`config.mk`:
```
export PLATFORM = sky130hd
export DESIGN_NAME = bresenham_line_rasterizer_flat
export DESIGN_NICKNAME = d
export VERILOG_FILES = /design/src/hw/rtl/brl_pkg.sv /design/src/hw/rtl/brl_if.sv /design/src/hw/rtl/brl_ctrl.sv /design/src/hw/rtl/brl_datapath.sv /design/src/hw/rtl/bresenham_line_rasterizer.sv /design/src/flat_wrapper.sv
export SDC_FILE = /design/constraint.sdc
export NUM_CORES = 1
export LEC_CHECK = 0
export BUFFER_PORTS_ARGS = -buffer_cell sky130_fd_sc_hd__buf_2
export CORE_MARGIN = 3
export CORE_UTILIZATION = 55
export CTS_BUF_LIST = sky130_fd_sc_hd__clkbuf_2
export DETAILED_ROUTE_END_ITERATION = 7
export PLACE_DENSITY_LB_ADDON = 0.12
export SYNTH_ARGS = -nofsm -noshare
export SYNTH_HDL_FRONTEND = slang
export SYNTH_SLANG_ARGS = --single-unit
```
`constraint.sdc`:
```
create_clock -name clk -period 5.92 [get_ports clk]
set_input_delay 0.296 -clock clk [delete_from_list [all_inputs] [get_ports clk]]
set_output_delay 0.296 -clock clk [all_outputs]
set_load 0.01 [all_outputs]
```
`src/hw/rtl/brl_pkg.sv`:
```
// Package with shared constants, types and helpers of the line rasterizer.
`timescale 1ns / 1ps
`default_nettype none

package brl_pkg;

    localparam int TILE_SIZE   = 64;
    localparam int COORD_W     = 6;
    localparam int COLOUR_W    = 24;
    localparam int ERR_W       = 9;

    localparam logic [COORD_W-1:0]  COORD_MAX    = COORD_W'(TILE_SIZE - 1);
    localparam logic [COLOUR_W-1:0] COLOUR_RESET = 24'hFFFFFF;

    typedef logic [COORD_W-1:0]  coord_t;
    typedef logic [COLOUR_W-1:0] colour_t;
    typedef logic signed [ERR_W-1:0] err_t;

    // Commands from the controller to the datapath
    typedef struct packed {
        logic load;
        logic step;
    } dp_cmd_t;

    // Status from the datapath to the controller
    typedef struct packed {
        logic last;
    } dp_status_t;

    // Saturate a coordinate to the tile
    function automatic coord_t clip_coord(input coord_t c);
        coord_t r;
        r = c;
        if ({1'b0, c} > {1'b0, COORD_MAX})
        begin
            r = COORD_MAX;
        end
        return r;
    endfunction

    function automatic coord_t abs_diff(input coord_t a, input coord_t b);
        coord_t r;
        if (a > b)
        begin
            r = a - b;
        end
        else
        begin
            r = b - a;
        end
        return r;
    endfunction

endpackage

`default_nettype wire

```
`src/hw/rtl/brl_if.sv`:
```
// Handshake interfaces for line requests and emitted pixels.
`timescale 1ns / 1ps
`default_nettype none

interface brl_req_if;
    logic            valid;
    logic            ready;
    brl_pkg::coord_t start_x;
    brl_pkg::coord_t start_y;
    brl_pkg::coord_t end_x;
    brl_pkg::coord_t end_y;

    modport source (output valid, output start_x, output start_y, output end_x,
                    output end_y, input ready);
    modport sink   (input valid, input start_x, input start_y, input end_x,
                    input end_y, output ready);
endinterface

interface brl_pix_if;
    logic             valid;
    logic             ready;
    brl_pkg::coord_t  pixel_x;
    brl_pkg::coord_t  pixel_y;
    brl_pkg::colour_t colour;
    logic             last_pixel;

    modport source (output valid, output pixel_x, output pixel_y, output colour,
                    output last_pixel, input ready);
    modport sink   (input valid, input pixel_x, input pixel_y, input colour,
                    input last_pixel, output ready);
endinterface

`default_nettype wire

```
`src/hw/rtl/brl_ctrl.sv`:
```
// Controller state machine that sequences one line walk at a time.
`timescale 1ns / 1ps
`default_nettype none

module brl_ctrl (
    input  wire logic                clk,
    input  wire logic                rst_n,
    input  wire logic                in_valid,
    output logic                     in_ready,
    output logic                     out_valid,
    input  wire logic                out_ready,
    input  wire brl_pkg::dp_status_t status,
    output brl_pkg::dp_cmd_t         cmd
);

    typedef enum logic [1:0] {
        ST_IDLE = 2'b01,
        ST_RUN  = 2'b10
    } state_t;

    state_t state_reg;
    state_t state_next;

    // Decode handshakes and commands
    always_comb
    begin
        in_ready   = 1'b0;
        out_valid  = 1'b0;
        cmd.load   = 1'b0;
        cmd.step   = 1'b0;
        state_next = state_reg;
        case (state_reg)
            ST_IDLE:
            begin
                in_ready = 1'b1;
                if (in_valid)
                begin
                    cmd.load   = 1'b1;
                    state_next = ST_RUN;
                end
            end
            ST_RUN:
            begin
                out_valid = 1'b1;
                if (out_ready)
                begin
                    cmd.step = 1'b1;
                    if (status.last)
                    begin
                        state_next = ST_IDLE;
                    end
                end
            end
            default:
            begin
                state_next = ST_IDLE;
            end
        endcase
    end

    // Hold the state
    always_ff @(posedge clk or negedge rst_n)
    begin
        if (!rst_n)
        begin
            state_reg <= ST_IDLE;
        end
        else
        begin
            state_reg <= state_next;
        end
    end

    a_no_overlap: assert property (@(posedge clk) disable iff (!rst_n)
        !(in_ready && out_valid))
        else $error("request and pixel channels open at once");

    a_load_idle: assert property (@(posedge clk) disable iff (!rst_n)
        cmd.load |-> (in_valid && in_ready))
        else $error("load without accepted request");

    a_step_on_accept: assert property (@(posedge clk) disable iff (!rst_n)
        cmd.step |-> (out_valid && out_ready))
        else $error("step without accepted pixel");

    a_idle_after_last: assert property (@(posedge clk) disable iff (!rst_n)
        (out_valid && out_ready && status.last) |=> in_ready)
        else $error("not idle after final pixel");

    a_load_then_emit: assert property (@(posedge clk) disable iff (!rst_n)
        cmd.load |=> out_valid)
        else $error("no pixel after request load");

endmodule

`default_nettype wire

```
`src/hw/rtl/brl_datapath.sv`:
```
// Datapath holding the walk position, error term and colour register.
`timescale 1ns / 1ps
`default_nettype none

module brl_datapath (
    input  wire logic                 clk,
    input  wire logic                 rst_n,
    input  wire brl_pkg::dp_cmd_t     cmd,
    output brl_pkg::dp_status_t       status,
    input  wire brl_pkg::coord_t      start_x,
    input  wire brl_pkg::coord_t      start_y,
    input  wire brl_pkg::coord_t      end_x,
    input  wire brl_pkg::coord_t      end_y,
    input  wire logic                 cfg_we,
    input  wire brl_pkg::colour_t     cfg_wdata,
    output brl_pkg::coord_t           pixel_x,
    output brl_pkg::coord_t           pixel_y,
    output brl_pkg::colour_t          colour,
    output logic                      last_pixel
);

    brl_pkg::coord_t  cur_major_reg,   cur_major_next;
    brl_pkg::coord_t  cur_minor_reg,   cur_minor_next;
    brl_pkg::coord_t  end_major_reg,   end_major_next;
    brl_pkg::coord_t  delta_major_reg, delta_major_next;
    brl_pkg::coord_t  delta_minor_reg, delta_minor_next;
    brl_pkg::err_t    error_reg,       error_next;
    logic             minor_down_reg,  minor_down_next;
    logic             x_is_major_reg,  x_is_major_next;
    brl_pkg::colour_t colour_reg;

    brl_pkg::coord_t sx, sy, ex, ey;
    brl_pkg::coord_t a_major, a_minor, b_major, b_minor;
    brl_pkg::coord_t ld_dmajor, ld_dminor;
    logic            ld_x_major;
    logic            last;

    // Clip the endpoints and pick the major axis
    always_comb
    begin
        sx = brl_pkg::clip_coord(start_x);
        sy = brl_pkg::clip_coord(start_y);
        ex = brl_pkg::clip_coord(end_x);
        ey = brl_pkg::clip_coord(end_y);
        ld_x_major = brl_pkg::abs_diff(sy, ey) < brl_pkg::abs_diff(sx, ex);
        if (ld_x_major)
        begin
            a_major = sx; a_minor = sy; b_major = ex; b_minor = ey;
        end
        else
        begin
            a_major = sy; a_minor = sx; b_major = ey; b_minor = ex;
        end
        // Swap so the major coordinate rises
        if (a_major > b_major)
        begin
            {a_major, b_major} = {b_major, a_major};
            {a_minor, b_minor} = {b_minor, a_minor};
        end
        ld_dmajor = b_major - a_major;
        ld_dminor = brl_pkg::abs_diff(a_minor, b_minor);
    end

    assign last = (cur_major_reg == end_major_reg);

    // Load a new line or advance one pixel
    always_comb
    begin
        cur_major_next   = cur_major_reg;
        cur_minor_next   = cur_minor_reg;
        end_major_next   = end_major_reg;
        delta_major_next = delta_major_reg;
        delta_minor_next = delta_minor_reg;
        error_next       = error_reg;
        minor_down_next  = minor_down_reg;
        x_is_major_next  = x_is_major_reg;
        if (cmd.load)
        begin
            cur_major_next   = a_major;
            cur_minor_next   = a_minor;
            end_major_next   = b_major;
            delta_major_next = ld_dmajor;
            delta_minor_next = ld_dminor;
            minor_down_next  = (b_minor < a_minor);
            x_is_major_next  = ld_x_major;
            error_next = $signed({2'b00, ld_dminor, 1'b0}) - $signed({3'b000, ld_dmajor});
        end
        else if (cmd.step)
        begin
            if (error_reg > 0)
            begin
                if (minor_down_reg)
                begin
                    cur_minor_next = cur_minor_reg - 1'b1;
                end
                else
                begin
                    cur_minor_next = cur_minor_reg + 1'b1;
                end
                error_next = error_reg
                           + $signed({2'b00, delta_minor_reg, 1'b0})
                           - $signed({2'b00, delta_major_reg, 1'b0});
            end
            else
            begin
                error_next = error_reg + $signed({2'b00, delta_minor_reg, 1'b0});
            end
            if (!last)
            begin
                cur_major_next = cur_major_reg + 1'b1;
            end
        end
    end

    // Hold the walk state
    always_ff @(posedge clk or negedge rst_n)
    begin
        if (!rst_n)
        begin
            cur_major_reg   <= '0;
            cur_minor_reg   <= '0;
            end_major_reg   <= '0;
            delta_major_reg <= '0;
            delta_minor_reg <= '0;
            error_reg       <= '0;
            minor_down_reg  <= 1'b0;
            x_is_major_reg  <= 1'b0;
        end
        else
        begin
            cur_major_reg   <= cur_major_next;
            cur_minor_reg   <= cur_minor_next;
            end_major_reg   <= end_major_next;
            delta_major_reg <= delta_major_next;
            delta_minor_reg <= delta_minor_next;
            error_reg       <= error_next;
            minor_down_reg  <= minor_down_next;
            x_is_major_reg  <= x_is_major_next;
        end
    end

    // Hold the colour register
    always_ff @(posedge clk or negedge rst_n)
    begin
        if (!rst_n)
        begin
            colour_reg <= brl_pkg::COLOUR_RESET;
        end
        else if (cfg_we)
        begin
            colour_reg <= cfg_wdata;
        end
    end

    // Map the walk position back to x and y
    assign pixel_x     = x_is_major_reg ? cur_major_reg : cur_minor_reg;
    assign pixel_y     = x_is_major_reg ? cur_minor_reg : cur_major_reg;
    assign colour      = colour_reg;
    assign last_pixel  = last;
    assign status.last = last;

endmodule

`default_nettype wire

```
`src/hw/rtl/bresenham_line_rasterizer.sv`:
```
// Top level of the Bresenham line rasterizer.
//
// A line request (start_x, start_y, end_x, end_y) enters on line_req; every
// pixel of the line leaves on pixel, in order of rising major coordinate,
// with the colour register attached and last_pixel set on the final one.
// The user must write the colour register with cfg_we/cfg_wdata only
// while idle; the block does not enforce this. The first pixel is valid
// in the cycle after the request transaction. Throughput: one pixel per
// cycle while the receiver is ready; a line of 1 to 64 pixels is walked
// by the single walk register set, which the controller steps per pixel.
// A new request is taken only once the final pixel transaction is done.
// When the receiver stalls, the current pixel holds and the walk waits.
// Reset clears the walk state, returns to idle with line_req.ready high,
// and sets the colour register to white (0xFFFFFF).
// Coordinates at or above the tile size are saturated to its last column.
`timescale 1ns / 1ps
`default_nettype none

module bresenham_line_rasterizer (
    input  wire logic             clk,
    input  wire logic             rst_n,
    brl_req_if.sink               line_req,
    brl_pix_if.source             pixel,
    input  wire logic             cfg_we,
    input  wire brl_pkg::colour_t cfg_wdata
);

    brl_pkg::dp_cmd_t    cmd;
    brl_pkg::dp_status_t status;
    logic                req_ready;
    logic                pix_valid;

    // Sequence the line walk
    brl_ctrl u_ctrl (
        .clk       (clk),
        .rst_n     (rst_n),
        .in_valid  (line_req.valid),
        .in_ready  (req_ready),
        .out_valid (pix_valid),
        .out_ready (pixel.ready),
        .status    (status),
        .cmd       (cmd)
    );

    // Compute pixel positions
    brl_datapath u_datapath (
        .clk        (clk),
        .rst_n      (rst_n),
        .cmd        (cmd),
        .status     (status),
        .start_x    (line_req.start_x),
        .start_y    (line_req.start_y),
        .end_x      (line_req.end_x),
        .end_y      (line_req.end_y),
        .cfg_we     (cfg_we),
        .cfg_wdata  (cfg_wdata),
        .pixel_x    (pixel.pixel_x),
        .pixel_y    (pixel.pixel_y),
        .colour     (pixel.colour),
        .last_pixel (pixel.last_pixel)
    );

    assign line_req.ready = req_ready;
    assign pixel.valid    = pix_valid;

endmodule

`default_nettype wire
```
`src/flat_wrapper.sv`:
```
// flat-port wrapper written by rule: the top's interface ports become plain ports
module bresenham_line_rasterizer_flat 
  (clk, rst_n, cfg_we, cfg_wdata, line_req_valid, line_req_start_x, line_req_start_y, line_req_end_x, line_req_end_y, line_req_ready, pixel_valid, pixel_pixel_x, pixel_pixel_y, pixel_colour, pixel_last_pixel, pixel_ready);
  brl_req_if line_req_i ();
  brl_pix_if pixel_i ();
  input  wire logic clk;
  input  wire logic rst_n;
  input  wire logic cfg_we;
  input  wire brl_pkg::colour_t cfg_wdata;
  input wire logic [$bits(line_req_i.valid)-1:0] line_req_valid;
  input wire logic [$bits(line_req_i.start_x)-1:0] line_req_start_x;
  input wire logic [$bits(line_req_i.start_y)-1:0] line_req_start_y;
  input wire logic [$bits(line_req_i.end_x)-1:0] line_req_end_x;
  input wire logic [$bits(line_req_i.end_y)-1:0] line_req_end_y;
  output wire logic [$bits(line_req_i.ready)-1:0] line_req_ready;
  output wire logic [$bits(pixel_i.valid)-1:0] pixel_valid;
  output wire logic [$bits(pixel_i.pixel_x)-1:0] pixel_pixel_x;
  output wire logic [$bits(pixel_i.pixel_y)-1:0] pixel_pixel_y;
  output wire logic [$bits(pixel_i.colour)-1:0] pixel_colour;
  output wire logic [$bits(pixel_i.last_pixel)-1:0] pixel_last_pixel;
  input wire logic [$bits(pixel_i.ready)-1:0] pixel_ready;
  assign line_req_i.valid = line_req_valid;
  assign line_req_i.start_x = line_req_start_x;
  assign line_req_i.start_y = line_req_start_y;
  assign line_req_i.end_x = line_req_end_x;
  assign line_req_i.end_y = line_req_end_y;
  assign line_req_ready = line_req_i.ready;
  assign pixel_valid = pixel_i.valid;
  assign pixel_pixel_x = pixel_i.pixel_x;
  assign pixel_pixel_y = pixel_i.pixel_y;
  assign pixel_colour = pixel_i.colour;
  assign pixel_last_pixel = pixel_i.last_pixel;
  assign pixel_i.ready = pixel_ready;
  bresenham_line_rasterizer u_core (.clk(clk), .rst_n(rst_n), .line_req(line_req_i), .pixel(pixel_i), .cfg_we(cfg_we), .cfg_wdata(cfg_wdata));
endmodule
```
# Word level (Yosys, flattened, before mapping)
# Cells that the tools add are included.
[totals]
register_bits = 67
input_bits = 53
out_inout_bits = 39
wordCells = 75
[classes]
addsub = 13
order_cmp = 7
eq_ne = 7
mux = 33
reduce_logical = 5
[ops]
columns = ["cell", "n"]
rows = [
  ["6-bit 2-to-1 mux", 20],
  ["6-bit subtractor", 7],
  ["9-bit 2-to-1 mux", 3],
  ["6-bit > comparator", 4],
  ["6-bit by 1-bit adder with 6-bit output (second input constant)", 2],
  ["6-bit less-than comparator", 2],
  ["9-bit by 8-bit adder with 9-bit output", 1],
  ["9-bit by 1-bit > comparator with 1-bit output (second input constant)", 1],
  ["9-bit by 8-bit subtractor with 9-bit output", 1],
  ["7-bit by 6-bit subtractor with 8-bit output", 1],
  ["6-bit == test", 1],
  ["1-bit 2-to-1 mux", 6],
  ["2-bit 2-to-1 mux", 3],
  ["2-bit != test (second input constant)", 3],
  ["6-bit by 1-bit subtractor with 6-bit output (second input constant)", 1],
  ["2-bit one-hot mux with 2 select lines", 1],
  ["2-bit AND reduction", 2],
  ["2-bit nonzero test", 2],
  ["3-bit AND reduction", 1],
  ["2-bit by 1-bit == test with 1-bit output (second input constant)", 1],
  ["2-bit == test (second input constant)", 1],
  ["2-bit by 1-bit != test with 1-bit output (second input constant)", 1],
]

# Logic depth before layout (Yosys ltp)
# Gate-level depths: netlist of the first run.
[depth]
depth_word = 10
ltp_mapped = 46
depth_no_buf = 41

# By module
# Synthesis of the first run repeated with hierarchy kept, for this count alone.
[unflattened]
cells_unflattened = 725
hier_area_um2 = 6505.0
[by_module_without_submodules]
columns = ["module", "instances", "cells_per_inst", "area_each_um2", "seq_area_each_um2"]
rows = [
  ["brl_datapath", 1, 716, 6407.4, 1656.6],
  ["brl_ctrl", 1, 9, 97.6, 51.3],
]

# Worst setup path before layout of the first run
# OpenSTA, ideal clock, no wires.
[synth_timing]
kind = "input to register"
from = "input port line_req_start_x[0]"
to = "register u_core.u_datapath.error_reg[6]"
setup_ns = 0.118
t_arrival_ns = 8.268
t_required_ns = 5.802
setup_slack_ns = -2.466
path_stages = 43
path_buffers = 5
path_cell_list = "inv_1 -> ha_1 -> inv_1 -> fa_1 -> a21o_1 -> a21o_1 -> a21o_1 -> a21oi_1 -> a31oi_1 -> a211oi_1 -> a21oi_1 -> xnor2_1 -> ha_1 -> nand4_1 -> o221ai_1 -> buf_4 -> buf_2 -> clkbuf_1 -> [7 not listed] -> buf_2 -> nand2_1 -> o21ai_0 -> mux2i_1 -> ha_1 -> fa_1 -> nor2b_1 -> o21a_1 -> o21ai_1 -> a21oi_2 -> mux2_2 -> a21oi_1 -> xnor2_1 -> ha_1 -> a21o_1 -> a21oi_1 -> xnor3_1 -> a21o_1"
[synth_via]
elab_chain_len = 10
word_cells_on_any_way = 21
cone_classes = "6 x add/sub; 4 x order compare; 11 x mux"
[synth_lines]
columns = ["element", "line", "text"]
rows = [
  ["start, declared", "flat_wrapper.sv:11", "input wire logic [$bits(line_req_i.start_x)-1:0] line_req_start_x;"],
  ["6-bit subtractor, or another cell as far along", "brl_pkg.sv:49", "r = b - a;"],
  ["6-bit 2-to-1 mux", "brl_pkg.sv:43", "if (a > b)"],
  ["6-bit less-than comparator", "brl_datapath.sv:45", "ld_x_major = brl_pkg::abs_diff(sy, ey) < brl_pkg::abs_diff(sx, ex);"],
  ["6-bit 2-to-1 mux", "brl_datapath.sv:46", "if (ld_x_major)"],
  ["6-bit > comparator", "brl_datapath.sv:55", "if (a_major > b_major)"],
  ["6-bit 2-to-1 mux", "brl_datapath.sv:55", ""],
  ["6-bit subtractor, or another cell as far along", "brl_pkg.sv:49", ""],
  ["6-bit 2-to-1 mux (*)", "brl_pkg.sv:43", ""],
  ["via u_core.u_datapath.ld_dminor[3]", "brl_datapath.sv:34", "brl_pkg::coord_t ld_dmajor, ld_dminor;"],
  ["7-bit by 6-bit subtractor with 8-bit output (*)", "brl_datapath.sv:86", "error_next = $signed({2'b00, ld_dminor, 1'b0}) - $signed({3'b000, ld_dmajor});"],
  ["9-bit 2-to-1 mux (*)", "brl_datapath.sv:77", "if (cmd.load)"],
  ["end signal, assigned", "brl_datapath.sv:136", "error_reg <= error_next;"],
  ["end, declared", "brl_datapath.sv:27", "brl_pkg::err_t error_reg, error_next;"],
]
# The timed path passes the listed nets; every way through them passes the cells marked *.
# A chain may end at the register's enable or synchronous reset.

# Final worst setup path of the first run
# Ends and elaborated chain as after synthesis.

==> summary.txt, run 1 <==
Final layout
  – Area Growth Syn to Fin: 45.9%
  – Fin nets: ~1100
  – Fillcell total: between 600 and 700
  – Final std cells w/o fill: between 1000 and 1500
  – Diode count: 0
  – Area of the multi-input gates: approximately 4900 µm²
  – Share of cells above drive strength 1: a little over two fifths
  – FF+latch area: roughly 1700 µm²
  – Max FFs per register: 24

STA
  – Period utilization: 127%
  – Clk_skew: a little over 0.03 ns
  – Slew Viols, Final: 0
  – RSZ-0062 raised after global routing: true
  – Finish-stage setup viols: 14
  – Fmax: between 100 and 150 MHz
  – Final setup margin: -1.62 ns
  – Setup TNS: -15.24 ns
  – Slew @ Worst Pin: ~0.84 ns
  – Rel. slew slack: around 44%
  – Fin crit period: 7.54 ns
  – Final Hold Fails: 0

Setup path
  – Crit end category: flip-flop
  – Cells on worst reg2reg path: 12
  – Setup crit end: u_core.u_datapath.error_reg[6]
  – Crit-path slowest cell: fa_2
  – Flop-to-flop setup slack: 2.46 ns
  – CP Max Fanout: 6
  – Startpoint Class: input pin
  – WP data arrival: between 8 and 9 ns
  – Reg2reg end: u_core.u_datapath.error_reg[8]
  – Required time of the critical path: about 6.4 ns
  – Reg2Reg Launch Point: u_core.u_datapath.error_reg[1]
  – Crit Path Category: input pin to flip-flop
  – Worst Setup SP: line_req_start_x[0]
  – Highest cell delay on the worst timing path: ~0.38 ns

Logic synthesis
  – Top-count cell post-synth: nand2_1
  – Mapped Cells: between 700 and 800
  – Post-synthesis sequential area ratio: approximately a quarter
  – Synth warn: 0
  – Synth area leader: dfrtp_1
  – Avg Cell Area, Syn: ~9 µm²
  – Top cells by count, synth: nand2_1, inv_1, ha_1
  – Flops & latches, synth: 67
  – Area contributors post-synth: dfrtp_1, ha_1, dfstp_2
  – Post-Synthesis Cell Area: 6450 µm²
  – Syn_nets: about 870
  – Top-area cell type share of the netlist area: 16.3%
  – Ys flop type: dfrtp_1
  – Cell variety after synth: 57
  – EDFF count, synth: 0
  – Post-synth ARST share: 100%

Routing
  – First drt pass iteration count: 6
  – Via-per-instance ratio: 5.90
  – Residual DRC count: 0
  – Mean routed wirelength per cell: roughly 19 µm
  – Via count: approximately 6800
  – WL final: between 20 and 25 mm
  – ANT nets after route: 0
  – Iteration-0 DRC Markers: about 480

Die
  – I/O pins: 92
  – Row cnt: 38
  – Initial Util: approximately 58%
  – Die Span Y: around 110 µm
  – Core area: 11100 µm²
  – Die ar.: between 10000 and 15000 µm²
  – Die Wd: 114 µm

Worst hold path
  – Hold Path Class: input pin to flip-flop

Placed design
  – HPWL Detailed: about 15 mm
  – Post-Place Cells: between 1000 and 1500
  – Routability Congestion: about 0.97
  – Port-buffer cells: between 90 and 100

Clocking
  – Clock slew at reported path FFs: between 0.2 and 0.25 ns
  – Clock latency on the worst-skew pair: about 0.55 ns
  – Total CTS buffers: 9
  – CTS Root Cell: clkbuf_2
  – Clock Tree Buf Depth: 2
  – Sink Count: 67
  – Clock H-tree levels: 3
  – CTS tree: done

Global routing
  – Pin count of the biggest net entering global routing: 68
  – First-pass GRT wire length: approximately 32 mm
  – Vias in the first global route: ~6700
  – GRT busiest layer: met2
  – Antenna violations before repair: 0
  – Total gr overflow: 0
  – M1 GR Usage: ~39%
  – GRT Total Usage: 31.0%
  – GR Layer Usage met3: around 4.8%
  – Met2 Use GR: between 50% and 60%

Status
  – Failing checks: negative setup slack
  – Outcome: finished, violations left

Run
  – Maxcap violations: 0
==> worst min-delay path by stage <==
stage,from,to,slack [ns],cells past startpoint
floorplan,rst_n,u_core.u_ctrl.state_reg[1],0.0004,0
global placement,u_core.u_datapath.delta_major_reg[2],u_core.u_datapath.delta_major_reg[2],0.46,2
detailed placement,u_core.u_datapath.delta_major_reg[3],u_core.u_datapath.delta_major_reg[3],0.47,2
CTS,line_req_valid,u_core.u_ctrl.state_reg[0],0.28,4
global route,cfg_we,u_core.u_datapath.colour[8],0.31,2
finish,line_req_valid,u_core.u_ctrl.state_reg[0],0.31,4
==> cells by family after synthesis <==
logic type	synth area share, %
xor+xnor	6.19
compound gates	19.2
fa+ha+maj	15.9
flops	26.5
simple gates	11.9
mux	14.3
buf+inv	6.03
==> cells in the final DEF, fill, tap and decap left out, drive strengths merged, types with 8 or more instances in the layout <==
cell type,count
ha,66
nor2,40
nor2b,10
dlygate4sd3,26
nand2,68
fa,10
a21oi,60
o21bai,10
a211oi,10
inv,69
buf,253
nor3,11
xnor2,24
mux2i,42
nand2b,8
dfrtp,42
a21o,24
xor2,19
o21ai,61
dfstp,25
clkbuf,10
mux2,44
o211ai,11
==> stage by stage <==
step / hold slack, ns / area [µm²] / setup WS, ns / util (%)
2_1_floorplan: 0.000409 / 6690 / -1.64 / -
3_3_place_gp: 0.462 / 8050 / -1.77 / 72.4
3_5_place_dp: 0.473 / 8050 / -2.12 / 72.4
4_1_cts: 0.277 / 8880 / -1.22 / 79.8
5_1_grt: 0.308 / 9410 / -1.90 / 84.6
6_report: 0.314 / 9410 / -1.62 / 84.6
==> layer usage <==
metal	vias to the layer above	wire, µm
met2	327	10800
met4	0	574
met1	3246	8700
met5	-	0
li1	3117	-
met3	63	1530
==> layout make-up <==
cell class                      count  area share (%)
Clock buffer                        9           0.479
Clock inverter                      7            1.05
Inverter                           67            2.89
Multi-Input combinational cell    574            52.5
Sequential cell                    67            18.2
Tap cell                          140            1.86
Timing Repair Buffer              281            23.1
==> critical path, delay by kind of cell <==
kind	cells	cell delay [ns]
AOI/OAI and AO/OA	17	2.38
muxes	4	0.87
and+or+nand+nor	5	0.72
adders and majority gates	7	1.95
buffers and inverters	9	1.11
xor gates and xnor gates	3	0.65
==> repair_timing <==
action	4_1_cts	5_1_grt
endpoints found under the hold margin	68	0
cloned	3	1
pin swaps	39	44
hold buffers	26	0
setup endpoints to repair	14	16
setup buffers	17	24
gates resized for setup	48	69
Power of run 1 is not shown: default switching activity piles up to over one toggle a cycle in this logic, so the estimate is an artifact.
==> run 2: changes to the inputs <==
Settings changed: BUFFER_PORTS_ARGS -buffer_cell sky130_fd_sc_hd__buf_2 to not set, DONT_BUFFER_PORTS set to 1.
==> summary.txt, run 2 (synthesized netlist as in run 1, its figures left out) <==
Status
  – Outcome: finished, violations left
  – Failing checks: negative setup slack

Placed design
  – Routability Congestion: 0.971 (-0.26%)
  – HPWL Detailed: 13.9 mm (-5.0%)
  – Post-Place Cells: 955 (-9.8%)
  – Port-buffer cells: 0 (-100%)
  – Post-DP Area: 7480 µm² (-7.0%)

Clocking
  – Total CTS buffers: 9 (unchanged)
  – Clock latency on the worst-skew pair: 0.58 ns (+0.03 ns)
  – CTS Root Cell: clkbuf_2
  – Clock slew at reported path FFs: 0.19 ns (-0.03 ns)
  – CTS tree: done
  – Clock H-tree levels: 3 (unchanged)
  – Clock Tree Buf Depth: 2 (unchanged)
  – Sink Count: 67 (unchanged)

Worst hold path
  – Hold path depth: 5 (+1)
  – Hold Path Class: input pin to flip-flop

Global routing
  – Antenna violations before repair: 0 (unchanged)
  – First-pass GRT wire length: 34.1 mm (+5.6%)
  – Total gr overflow: 0 (unchanged)
  – Vias in the first global route: 6735 (+1.0%)
  – GRT Total Usage: 33.0% (+2.0 points)
  – Pin count of the biggest net entering global routing: 68 (unchanged)

Die
  – Die Span Y: 114 µm (unchanged)
  – Core area: 11100 µm² (unchanged)
  – Die ar.: 13100 µm² (unchanged)
  – I/O pins: 92 (unchanged)
  – Die Wd: 114 µm (unchanged)
  – Row cnt: 38 (unchanged)
  – Initial Util: 58.0% (unchanged)

Setup path
  – Highest cell delay on the worst timing path: 0.36 ns (-0.02 ns)
  – Crit end category: flip-flop
  – Crit-path slowest cell: fa_2
  – Required time of the critical path: 6.39 ns (about the same)
  – CP Max Fanout: 6 (unchanged)
  – WP data arrival: 7.75 ns (-0.26 ns)
  – Cells on worst reg2reg path: 12 (unchanged)
  – Startpoint Class: input pin
  – Crit Path Category: input pin to flip-flop

Routing
  – ANT nets after route: 0 (unchanged)
  – Mean routed wirelength per cell: 20.6 µm (+9.1%)
  – Residual DRC count: 0 (unchanged)
  – Iteration-0 DRC Markers: 645 (+35%)
  – Via-per-instance ratio: 6.14 (+4.0%)
  – Via count: 6621 (-2.0%)
  – First drt pass iteration count: 6 (unchanged)
  – WL final: 22.3 mm (+2.8%)

Final layout
  – Area Growth Syn to Fin: 41.3%
  – Max FFs per register: 24 (unchanged)
  – Fin nets: 1063 (-5.8%)
  – Final instance area: 9110 µm² (-3.2%)
  – Final std cells w/o fill: 1079 (-5.8%)
  – Commonest cells after routing, fill and taps aside: buf_4, nand2_1, inv_1
  – Diode count: 0 (unchanged)
  – Share of cells above drive strength 1: 36.8% (-6.3 points)
  – Most common cell after layout, fill and taps aside: buf_4

STA
  – Slew @ Worst Pin: 0.695 ns (-0.148 ns)
  – Finish-stage setup viols: 13 (-1)
  – Final Hold Fails: 0 (unchanged)
  – Clk_skew: 0.0399 ns (+0.00888 ns)
  – RSZ-0062 raised after global routing: true
  – Final setup margin: -1.36 ns (+0.265 ns)
  – Period utilization: 123% (-4.5 points)
  – Slew Viols, Final: 0 (unchanged)
  – Fmax: 137 MHz (+3.6%)
  – Rel. slew slack: 53.3% (+9.5 points)
  – Fin crit period: 7.28 ns (-0.265 ns)

Run
  – Maxcap violations: 0 (unchanged)
run 2: routing by layer:
metal  part of all wire [%]  vias up  wire length, µm  track usage [%]
met5                      0        -                0                0
met3                    8.0       76             1770             6.87
met2                     49      357            10900             57.1
li1                       -     2989                -                -
met4                    3.7        0              826             12.3
met1                     39     3199             8740             40.5
run 2: path summary, 6_finish.rpt:
check / end / startpoint / slack, ns
min in group asynchronous: u_core.u_datapath.end_major_reg[5] / rst_n / 0.29
worst min-delay path: u_core.u_datapath.cur_major_reg[1] / line_req_end_y[1] / 0.17
max in group asynchronous: u_core.u_ctrl.state_reg[0] / rst_n / 5.31
worst max register to register: u_core.u_datapath.error_reg[8] / u_core.u_datapath.error_reg[1] / 2.49
worst min register to register: u_core.u_datapath.end_major_reg[3] / u_core.u_datapath.end_major_reg[3] / 0.52
worst max-delay path: u_core.u_datapath.error_reg[6] / line_req_start_y[0] / -1.36
run 2: metrics by stage:
stage | setup TNS [ns] | utilization (%) | hold slack, ns | setup slack (ns)
after global placement | -16.07 | 67.3 | 0.00293 | -1.65
after detailed placement | -19.28 | 67.3 | 0.00212 | -1.84
after floorplan | -13.19 | - | 0.000409 | -1.64
after CTS | -8.42 | 78.5 | 0.172 | -1.02
final | -12.37 | 81.9 | 0.170 | -1.36
after global routing | -15.44 | 81.9 | 0.177 | -1.57
run 2: final cells by class:
class | instances | area, µm²
multi-input combinational | 573 | 4960
fill | 620 | 2020
timing repair buffer | 216 | 1860
sequential | 67 | 1710
inverter | 67 | 290
tap | 140 | 175
clock inverter | 7 | 68.8
clock buffer | 9 | 45.0
run 2: what timing repair did:
action                                  4_1_cts  5_1_grt
hold endpoints to repair                     93        0
endpoints found under the setup margin       13       14
cloned                                        1        0
setup buffers                                42       18
gates resized for setup                      59       60
hold buffers                                 51        0
pin swaps                                    41       50
run 2: worst max-delay path, delay by kind of cell:
family / cells / cell delay [ns]
fa+ha+maj: 7 / 1.72
buf+inv: 9 / 1.09
compound gates: 19 / 3.18
mux: 4 / 0.88
simple gates: 3 / 0.26
xor+xnor: 2 / 0.32
Power of run 2 is left out for the same reason.
